--- src/hdl/lrlte_pkg.sv ---
// shared types and constants for the level run-length tape encoder
`default_nettype none
package lrlte_pkg;

   localparam int MAX_WORDS_PER_RUN = 64;
   localparam int CHUNK_LIMIT       = 32767;
   localparam int TICK_CAP          = MAX_WORDS_PER_RUN * CHUNK_LIMIT;

   localparam int TPS_WIDTH     = 22;
   localparam int RUN_WIDTH     = 24;
   localparam int SAMPLES_WIDTH = RUN_WIDTH + 1;
   localparam int PROD_WIDTH    = SAMPLES_WIDTH + TPS_WIDTH;
   localparam int FRAC_BITS     = 16;
   localparam int TICKS_WIDTH   = PROD_WIDTH - FRAC_BITS;
   localparam int WORD_WIDTH    = 16;
   localparam int DUR_WIDTH     = 15;

   localparam logic [TPS_WIDTH-1:0] TPS_RESET = 22'd165120;
   localparam logic [RUN_WIDTH-1:0] RUN_MAX   = {RUN_WIDTH{1'b1}};

   localparam int CSR_ADDR_WIDTH = 3;
   localparam int CSR_DATA_WIDTH = 32;
   localparam logic CSR_IDX_TPS  = 1'b0;

   typedef struct packed {
      logic [SAMPLES_WIDTH-1:0] samples;
      logic                     level;
   } run_entry_type;

   typedef enum logic [2:0] {
      BK_IDLE  = 3'b001,
      BK_SPLIT = 3'b010,
      BK_EMIT  = 3'b100
   } back_state_type;

endpackage
`default_nettype wire

--- src/hdl/lrlte_front.sv ---
// front end: tracks the level and counts run lengths, pushes finished runs
`default_nettype none
module lrlte_front (
   input  wire logic                   clock,
   input  wire logic                   reset,
   input  wire logic                   req_valid,
   output logic                        req_ready,
   input  wire logic                   req_level,
   output logic                        push_valid,
   input  wire logic                   push_ready,
   output lrlte_pkg::run_entry_type    push_entry
);
   import lrlte_pkg::*;

   logic                 previous_level_ff, previous_level_in;
   logic [RUN_WIDTH-1:0] run_samples_ff, run_samples_in;
   logic                 accept;
   logic                 change;

   assign req_ready  = push_ready;
   assign accept     = req_valid && req_ready;
   assign change     = req_level != previous_level_ff;
   assign push_valid = accept && change;

   assign push_entry.samples = {1'b0, run_samples_ff} + SAMPLES_WIDTH'(1);
   assign push_entry.level   = req_level;

   always_comb begin
      previous_level_in = previous_level_ff;
      run_samples_in    = run_samples_ff;
      if (accept) begin
         if (change) begin
            previous_level_in = req_level;
            run_samples_in    = '0;
         end else if (run_samples_ff != RUN_MAX) begin
            run_samples_in = run_samples_ff + RUN_WIDTH'(1);
         end
      end
   end

   always_ff @(posedge clock) begin
      if (reset) begin
         previous_level_ff <= 1'b0;
         run_samples_ff    <= '0;
      end else begin
         previous_level_ff <= previous_level_in;
         run_samples_ff    <= run_samples_in;
      end
   end

endmodule
`default_nettype wire

--- src/hdl/lrlte_queue.sv ---
// two-entry queue of finished runs between front and back
`default_nettype none
module lrlte_queue (
   input  wire logic                   clock,
   input  wire logic                   reset,
   input  wire logic                   push_valid,
   output logic                        push_ready,
   input  wire lrlte_pkg::run_entry_type push_entry,
   output logic                        pop_valid,
   input  wire logic                   pop_ready,
   output lrlte_pkg::run_entry_type    pop_entry
);
   import lrlte_pkg::*;

   run_entry_type entries_ff [2];
   logic          wr_ptr_ff, wr_ptr_in;
   logic          rd_ptr_ff, rd_ptr_in;
   logic [1:0]    count_ff, count_in;
   logic          do_push, do_pop;

   assign push_ready = count_ff != 2'd2;
   assign pop_valid  = count_ff != 2'd0;
   assign pop_entry  = entries_ff[rd_ptr_ff];
   assign do_push    = push_valid && push_ready;
   assign do_pop     = pop_valid && pop_ready;

   always_comb begin
      wr_ptr_in = do_push ? ~wr_ptr_ff : wr_ptr_ff;
      rd_ptr_in = do_pop ? ~rd_ptr_ff : rd_ptr_ff;
      count_in  = count_ff + 2'(do_push) - 2'(do_pop);
   end

   always_ff @(posedge clock) begin
      if (reset) begin
         wr_ptr_ff <= 1'b0;
         rd_ptr_ff <= 1'b0;
         count_ff  <= 2'd0;
      end else begin
         wr_ptr_ff <= wr_ptr_in;
         rd_ptr_ff <= rd_ptr_in;
         count_ff  <= count_in;
      end
   end

   always_ff @(posedge clock) begin
      if (do_push) begin
         entries_ff[wr_ptr_ff] <= push_entry;
      end
   end

endmodule
`default_nettype wire

--- src/hdl/lrlte_back.sv ---
// back end: scales a run to ticks and splits it into tape words
`default_nettype none
module lrlte_back (
   input  wire logic                          clock,
   input  wire logic                          reset,
   input  wire logic [lrlte_pkg::TPS_WIDTH-1:0] ticks_per_sample,
   input  wire logic                          pop_valid,
   output logic                               pop_ready,
   input  wire lrlte_pkg::run_entry_type      pop_entry,
   output logic                               rsp_valid,
   input  wire logic                          rsp_ready,
   output logic [lrlte_pkg::WORD_WIDTH-1:0]   rsp_tape_word,
   output logic                               rsp_last
);
   import lrlte_pkg::*;

   back_state_type         state_ff, state_in;
   logic [PROD_WIDTH-1:0]  product_ff, product_in;
   logic                   level_ff, level_in;
   logic [TPS_WIDTH-1:0]   ticks_left_ff, ticks_left_in;
   logic                   rsp_valid_ff, rsp_valid_in;
   logic [WORD_WIDTH-1:0]  rsp_tape_word_ff, rsp_tape_word_in;
   logic                   rsp_last_ff, rsp_last_in;

   logic [TICKS_WIDTH-1:0] ticks_full;
   logic [TPS_WIDTH-1:0]   ticks_sat;
   logic                   slot_free;
   logic                   final_chunk;
   logic [DUR_WIDTH-1:0]   chunk;

   assign pop_ready     = state_ff == BK_IDLE;
   assign rsp_valid     = rsp_valid_ff;
   assign rsp_tape_word = rsp_tape_word_ff;
   assign rsp_last      = rsp_last_ff;

   assign ticks_full  = product_ff[PROD_WIDTH-1:FRAC_BITS];
   assign ticks_sat   = (ticks_full > TICKS_WIDTH'(TICK_CAP)) ? TPS_WIDTH'(TICK_CAP)
                                                               : ticks_full[TPS_WIDTH-1:0];
   assign slot_free   = !rsp_valid_ff || rsp_ready;
   assign final_chunk = ticks_left_ff <= TPS_WIDTH'(CHUNK_LIMIT);
   assign chunk       = final_chunk ? ticks_left_ff[DUR_WIDTH-1:0] : DUR_WIDTH'(CHUNK_LIMIT);

   always_comb begin
      state_in         = state_ff;
      product_in       = product_ff;
      level_in         = level_ff;
      ticks_left_in    = ticks_left_ff;
      rsp_valid_in     = rsp_valid_ff && !rsp_ready;
      rsp_tape_word_in = rsp_tape_word_ff;
      rsp_last_in      = rsp_last_ff;
      unique case (state_ff)
         BK_IDLE: begin
            if (pop_valid) begin
               product_in = PROD_WIDTH'(pop_entry.samples) * PROD_WIDTH'(ticks_per_sample);
               level_in   = pop_entry.level;
               state_in   = BK_SPLIT;
            end
         end
         BK_SPLIT: begin
            ticks_left_in = ticks_sat;
            state_in      = (ticks_sat == '0) ? BK_IDLE : BK_EMIT;
         end
         BK_EMIT: begin
            if (slot_free) begin
               rsp_valid_in     = 1'b1;
               rsp_tape_word_in = {~level_ff, chunk};
               rsp_last_in      = final_chunk;
               ticks_left_in    = ticks_left_ff - TPS_WIDTH'(chunk);
               if (final_chunk) begin
                  state_in = BK_IDLE;
               end
            end
         end
         default: begin
            state_in = BK_IDLE;
         end
      endcase
   end

   always_ff @(posedge clock) begin
      if (reset) begin
         state_ff     <= BK_IDLE;
         rsp_valid_ff <= 1'b0;
      end else begin
         state_ff     <= state_in;
         rsp_valid_ff <= rsp_valid_in;
      end
   end

   always_ff @(posedge clock) begin
      product_ff       <= product_in;
      level_ff         <= level_in;
      ticks_left_ff    <= ticks_left_in;
      rsp_tape_word_ff <= rsp_tape_word_in;
      rsp_last_ff      <= rsp_last_in;
   end

endmodule
`default_nettype wire

--- src/hdl/level_run_length_tape_encoder_top.sv ---
// top level of the level run-length tape encoder with its register port
// One level bit is taken per cycle while the two-entry run queue has room; a
// sample that repeats the level produces nothing. A level change queues the
// finished run; the back end then multiplies its sample count by the ticks
// per sample, scales and saturates the tick count, and emits the tape words
// (0 to 64 words, at most 32767 ticks each) one at a time as the output
// register frees up. The back end, one word at a time through the output
// register, sets the sustained rate. The final unfinished run is never sent.
// Register 0 at address 0 holds ticks per sample.
`default_nettype none
module level_run_length_tape_encoder_top (
   input  wire logic                                    clock,
   input  wire logic                                    reset,
   input  wire logic                                    req_valid,
   output logic                                         req_ready,
   input  wire logic                                    req_level,
   output logic                                         rsp_valid,
   input  wire logic                                    rsp_ready,
   output logic [lrlte_pkg::WORD_WIDTH-1:0]             rsp_tape_word,
   output logic                                         rsp_last,
   input  wire logic                                    csr_psel,
   input  wire logic                                    csr_penable,
   input  wire logic                                    csr_pwrite,
   input  wire logic [lrlte_pkg::CSR_ADDR_WIDTH-1:0]    csr_paddr,
   input  wire logic [lrlte_pkg::CSR_DATA_WIDTH-1:0]    csr_pwdata,
   output logic [lrlte_pkg::CSR_DATA_WIDTH-1:0]         csr_prdata,
   output logic                                         csr_pready
);
   import lrlte_pkg::*;

   logic [TPS_WIDTH-1:0] tps_ff, tps_in;
   logic                 tps_write;
   logic                 push_valid, push_ready;
   run_entry_type        push_entry;
   logic                 pop_valid, pop_ready;
   run_entry_type        pop_entry;

   assign csr_pready = 1'b1;
   assign tps_write  = csr_psel && csr_penable && csr_pwrite && csr_pready
                       && (csr_paddr[2] == CSR_IDX_TPS);
   assign tps_in     = tps_write ? csr_pwdata[TPS_WIDTH-1:0] : tps_ff;
   assign csr_prdata = (csr_paddr[2] == CSR_IDX_TPS) ? CSR_DATA_WIDTH'(tps_ff) : '0;

   always_ff @(posedge clock) begin
      if (reset) begin
         tps_ff <= TPS_RESET;
      end else begin
         tps_ff <= tps_in;
      end
   end

   lrlte_front u_front (
      .clock      (clock),
      .reset      (reset),
      .req_valid  (req_valid),
      .req_ready  (req_ready),
      .req_level  (req_level),
      .push_valid (push_valid),
      .push_ready (push_ready),
      .push_entry (push_entry)
   );

   lrlte_queue u_queue (
      .clock      (clock),
      .reset      (reset),
      .push_valid (push_valid),
      .push_ready (push_ready),
      .push_entry (push_entry),
      .pop_valid  (pop_valid),
      .pop_ready  (pop_ready),
      .pop_entry  (pop_entry)
   );

   lrlte_back u_back (
      .clock            (clock),
      .reset            (reset),
      .ticks_per_sample (tps_ff),
      .pop_valid        (pop_valid),
      .pop_ready        (pop_ready),
      .pop_entry        (pop_entry),
      .rsp_valid        (rsp_valid),
      .rsp_ready        (rsp_ready),
      .rsp_tape_word    (rsp_tape_word),
      .rsp_last         (rsp_last)
   );

endmodule
`default_nettype wire
--- config.mk ---
export PLATFORM = sky130hd
export DESIGN_NAME = level_run_length_tape_encoder_top
export DESIGN_NICKNAME = d
export VERILOG_FILES = /design/src/hdl/lrlte_pkg.sv /design/src/hdl/lrlte_front.sv /design/src/hdl/lrlte_queue.sv /design/src/hdl/lrlte_back.sv /design/src/hdl/level_run_length_tape_encoder_top.sv
export SDC_FILE = /design/constraint.sdc
export NUM_CORES = 2
export LEC_CHECK = 0
export BUFFER_PORTS_ARGS = -buffer_cell sky130_fd_sc_hd__buf_2
export CAP_MARGIN = 10
export CELL_PAD_IN_SITES_DETAIL_PLACEMENT = 0
export CELL_PAD_IN_SITES_GLOBAL_PLACEMENT = 2
export CORE_MARGIN = 10
export CORE_UTILIZATION = 45
export DETAILED_ROUTE_END_ITERATION = 10
export MAX_ROUTING_LAYER = met4
export PLACE_DENSITY = 0.89
export SETUP_SLACK_MARGIN = 0.5
export SKIP_CTS_REPAIR_TIMING = 1
export SYNTH_ARGS = -nofsm -noshare
export SYNTH_HDL_FRONTEND = slang
export SYNTH_SLANG_ARGS = --single-unit
export TNS_END_PERCENT = 50
--- constraint.sdc ---
create_clock -name clock -period 12.07 [get_ports clock]
set_input_delay 1.207 -clock clock [delete_from_list [all_inputs] [get_ports clock]]
set_output_delay 1.207 -clock clock [all_outputs]
set_load 0.02 [all_outputs]
Word level (Yosys, flattened, before mapping)
Memories as Yosys holds them, arrays and structs flattened. A register that Yosys moved wholly into a read port is not among the register bits.
Cells that the tools add are included.

word-level totals
  bits in registers = 142
  bits of input ports = 43
  memories kept = 1
  logic and storage cells = 74
  RAM bits = 52

memory list
  name                words  bits a word  rd ports  clocked after Yosys merged registers in  write ports  line               source
  u_queue.entries_ff  2      26           1         1                                        1            lrlte_queue.sv:15  run_entry_type entries_ff [2];

cells by class
  add/sub/neg operators = 5
  multiply operators = 1
  order comparisons = 2
  reductions and logical operators = 21
  muxes and demuxes = 18
  equal/unequal tests = 9
  bitwise logic cells = 4

operator list
  kind                                                             count
  2-to-1 mux 22 bit                                                3
  2-to-1 mux 24 bit                                                2
  multiplier 25 x 22 -> 47 bit                                     1
  case mux 22 bit (2 select lines)                                 1
  greater-than comparator 31 x 21 -> 1 bit, second input constant  1
  adder 24 x 1 -> 25 bit, second input constant                    1
  adder 24 x 1 -> 24 bit, second input constant                    1
  inequality test 24 bit, second input constant                    1
  <= comparator 22 x 15 -> 1 bit, second input constant            1
  logical NOT 22 bit                                               1
  subtractor 22 x 15 -> 22 bit                                     1
  2-to-1 mux 15 bit                                                1
  2-to-1 mux 3 bit                                                 4
  AND reduction 2 bit                                              5
  case mux 3 bit (3 select lines)                                  1
  logical AND 1 bit                                                8
  2-to-1 mux 1 bit                                                 6
  inequality test 2 x 1 -> 1 bit, second input constant            3
  nonzero test 2 bit                                               3
  inverter 1 bit                                                   4
  equality test 3 x 1 -> 1 bit, second input constant              1
  equality test 3 x 2 -> 1 bit, second input constant              1
  equality test 3 bit, second input constant                       1
  AND reduction 3 bit                                              1
  6 further kinds                                                  7

Logic depth before layout (Yosys ltp)
  word-level depth = 6
  mapped depth = 29
  depth with buffers taken out = 25

Hierarchy
From an unflattened synthesis, not the netlist that was laid out.

second synthesis, totals
  cells, all modules = 2704
  area total of the unflattened synthesis = 25971.2 µm²

by module, submodules not included
  module                             times used  cells an instance  area each (µm²)  sequential area each (µm²)
  lrlte_back                         1           2246               20777.4          2212.1
  lrlte_queue                        1           105                2200.9           1661.6
  lrlte_front                        1           220                1760.4           500.5
  level_run_length_tape_encoder_top  1           133                1232.4           440.4

Worst setup path before layout
No wires, ideal clock.

  path kind = reg-to-reg
  start point = register (tool-made name)
  end point = register u_back.product_ff[46] (data pin)
  arrival time = 7.040 ns
  path buffers = 3
  slack = 4.768 ns
  cell stages (with the launch flop) = 28
  cell sequence = dfxtp_1 buf_4 buf_1 mux2_2 clkbuf_1 and2_1 fa_1 fa_1 inv_1 fa_1 inv_1 fa_1 inv_1 fa_1 inv_1 fa_1 inv_1 fa_1 inv_1 ha_1 nand3_1 a21oi_1 nor4_1 a211oi_2 a2111oi_2 o31ai_1 a21oi_1 xor2_1

RTL lines
  what                  line              source
  end signal, assigned  lrlte_back.sv:91  product_ff <= product_in;
  end, declared         lrlte_back.sv:18  logic [PROD_WIDTH-1:0] product_ff, product_in;

==> summary.txt <==
Floorplanning
  • Initial Utilization: 45.7%
  • # IOs: 95
  • Die width: between 200 and 300 um
  • Site row count: 86
  • Die ar.: approximately 66000 um^2
  • Die H: between 200 and 300 um
  • Core Footprint: between 50000 and 60000 um^2

Timing
  • Final Max Slew Viols: 0
  • Final min period: a little over 8 ns
  • Tcrit/Tclk final: 68.2%
  • RSZ-0062 raised after global routing: no
  • Final Skew: 0.00824 ns
  • Max transition margin: 16.8%
  • Setup ws final: 3.84 ns
  • Hold Fails Final Rpt: 0
  • Worst slew pin tran: 1.25 ns
  • Final setup viols: 0
  • Total negative slack: 0 ns
  • Max Fclk: between 0.1 and 0.15 GHz

Global route
  • First-pass GRT wire length: roughly 110000 um
  • Grt ovf: 0
  • Vias in the first global route: between 15000 and 20000
  • All-Layer GR Usage: about a fifth
  • Pin count of the biggest net entering global routing: between 50 and 60
  • Initial antenna violation count: 1

Placed design
  • Port Buffers: 71
  • GP Congestion: roughly 0.9
  • Dpl ws: 3.85 ns
  • Hpwl dp: a little under 50000 um

Critical path
  • Most used cell along the critical path: fa_1
  • R2R setup slack: 3.84 ns
  • Slowest cell delay on critical path: 0.65 ns
  • Slowest CP cell: mux2_2
  • Startpoint Class: flip-flop
  • Number of stages on the worst setup path: 25
  • CP Data Arrival Time: roughly 8.4 ns
  • Crit Path Max Fanout: 22
  • FF-to-FF End: u_back.product_ff[46]
  • Cell family with most CP delay: adder cells
  • Critical path required time: 12.27 ns
  • Setup CP Type: flip-flop to flip-flop
  • WP buf/inv: 7
  • Crit path capture type: flip-flop
  • Worst setup path end: u_back.product_ff[46]
  • Worst R2R Path Depth: 25

Finish
  • Area grow syn2layout: 5.85%
  • # nets final: between 3000 and 4000
  • Layout cell share with drive strength beyond 1: between 6 and 7%

Clocking
  • Worst skew pair latency: about 0.45 ns
  • CTS Buf Count: 17
  • Clock Pin Slew Worst Setup and Hold Paths: 0.07 ns
  • Clk sinks: 179
  • Htree depth: 4
  • CTS Buffer Depth: 2
  • Root buf cell: clkbuf_16
  • CTS tree: done

Logic synthesis
  • Synth unique cells: 73
  • Synth top area share: between 30% and 40%
  • Warnings, synthesis: 0
  • Post-synth EDFFs: 123
  • Largest cells by area after synthesis: fa_1 (36%), edfxtp_1 (15%), ha_1 (8.1%)
  • Async S/R FF share, synth: 0%
  • Mean post-synth cell area: 9.46 um^2
  • Post-synth top flop: edfxtp_1
  • Register area share after synthesis: about a fifth
  • Area leader, netlist: fa_1
  • Synth Cell Area: between 20000 and 30000 um^2
  • Top-count cell post-synth: inv_1
  • Number of synthesized register bits: about 180
  • Post-Syn Instances: roughly 2700
  • Synth top cells by count: inv_1 (478), fa_1 (456), nand2_1 (412), and2_1 (238), ha_1 (163)

Hold path
  • Min-delay worst type: flip-flop to flip-flop

Drt
  • # DRC: 0
  • Antenna Nets Post-Route: 0
  • Total iterations of the first detailed-routing run: 6
  • Via count: 18000
  • 1st-iter DRT viols: between 1000 and 1500
  • Vias per cell: between 5 and 6
  • Wirelength per Cell: around 19 um
  • Total wire length: 63200 um

Flow run
  • Max Cap Viol: 0

Run status
  • Outcome: completed
state kept, by name, summed over array words and instances, names as in the netlist, 2 cells and up, named ones only:
signal / cells
u_back.product_ff: 31
u_front.run_samples_ff: 24
u_back.ticks_left_ff: 22
u_queue.count_ff: 2
u_back.rsp_tape_word: 16
u_queue.entries_ff: 52
tps_ff: 22
u_back.state_ff: 3
cell families (layout without fill, tap and decap cells):
logic type	Yosys count	after routing	share of synthesized area [%]
simple gates	901	901	17.6
buf+inv	641	608	9.77
fa+ha+maj	619	619	44.1
compound gates	235	235	5.70
flops	179	179	19.0
xor+xnor	73	73	2.52
mux	28	28	1.24
other cells	2	12	0.0297
stage by stage:
stage	hold slack [ns]	util, %	cell area [um^2]	std cells
floorplan	0.448	-	25400	2687
global placement	0.443	47.2	26200	3369
detailed placement	0.448	47.2	26200	3369
CTS	0.458	48.3	26800	3401
global route	0.495	48.4	26800	3402
finish	0.457	48.4	26800	3403
per-layer routing:
layer / vias to the layer above / track usage (%) / wire, um
li1: 8148 / - / -
met1: 9371 / 27.3 / 28900
met2: 422 / 33.1 / 31000
met3: 53 / 2.09 / 2630
met4: 0 / 3.16 / 648
met5: - / - / 0
tightest hold or removal path, cell delays in order, from the launching register on:
cell and delay (ns):
dfxtp_1 0.31, nand2_1 0.05, a21oi_1 0.05
layout by cell type, fill, tap and decap left out, types with 4 or more instances in the layout:
cell and count:
a21oi_1 92, or3_1 11, a31oi_1 6, xnor2_1 41
nand3b_1 12, nand4_1 20, dfxtp_1 55, inv_6 4
ha_1 163, o211ai_1 6, and3_1 13, nand2_1 412
a41oi_1 5, o21bai_1 10, fa_1 456, and2_1 238
nand3_1 27, and4_1 5, o21ai_0 49, clkbuf_16 17
nor4_1 15, o22ai_1 4, xor2_1 32, nand2b_1 21
inv_1 478, buf_2 71, nor2_1 66, conb_1 11
a22oi_1 8, o21a_1 7, nor3_1 13, mux2_2 26
nor2b_1 31, edfxtp_1 123, buf_4 25, a21o_1 19
final cells by class:
class,instances,area [um^2]
diodes,1,2.50
clock buffers,17,425
clock inverters,15,166
fillers,5207,28600
inverters,479,1800
multi-input cells,1867,18100
flip-flops and latches,179,4820
well taps,748,936
repair buffers,97,571
worst min-delay path by stage:
stage | start | to | depth (start not counted)
detailed placement | tps_ff[18] | tps_ff[18] | 2
global route | tps_ff[18] | tps_ff[18] | 2
floorplan | u_front.previous_level_ff | u_front.previous_level_ff | 2
global placement | tps_ff[18] | tps_ff[18] | 2
CTS | tps_ff[18] | tps_ff[18] | 2
finish | tps_ff[18] | tps_ff[18] | 2
Power is left out: the tool's default activity adds up to more than one toggle a clock period on the data nets, which glitch-free logic cannot reach.
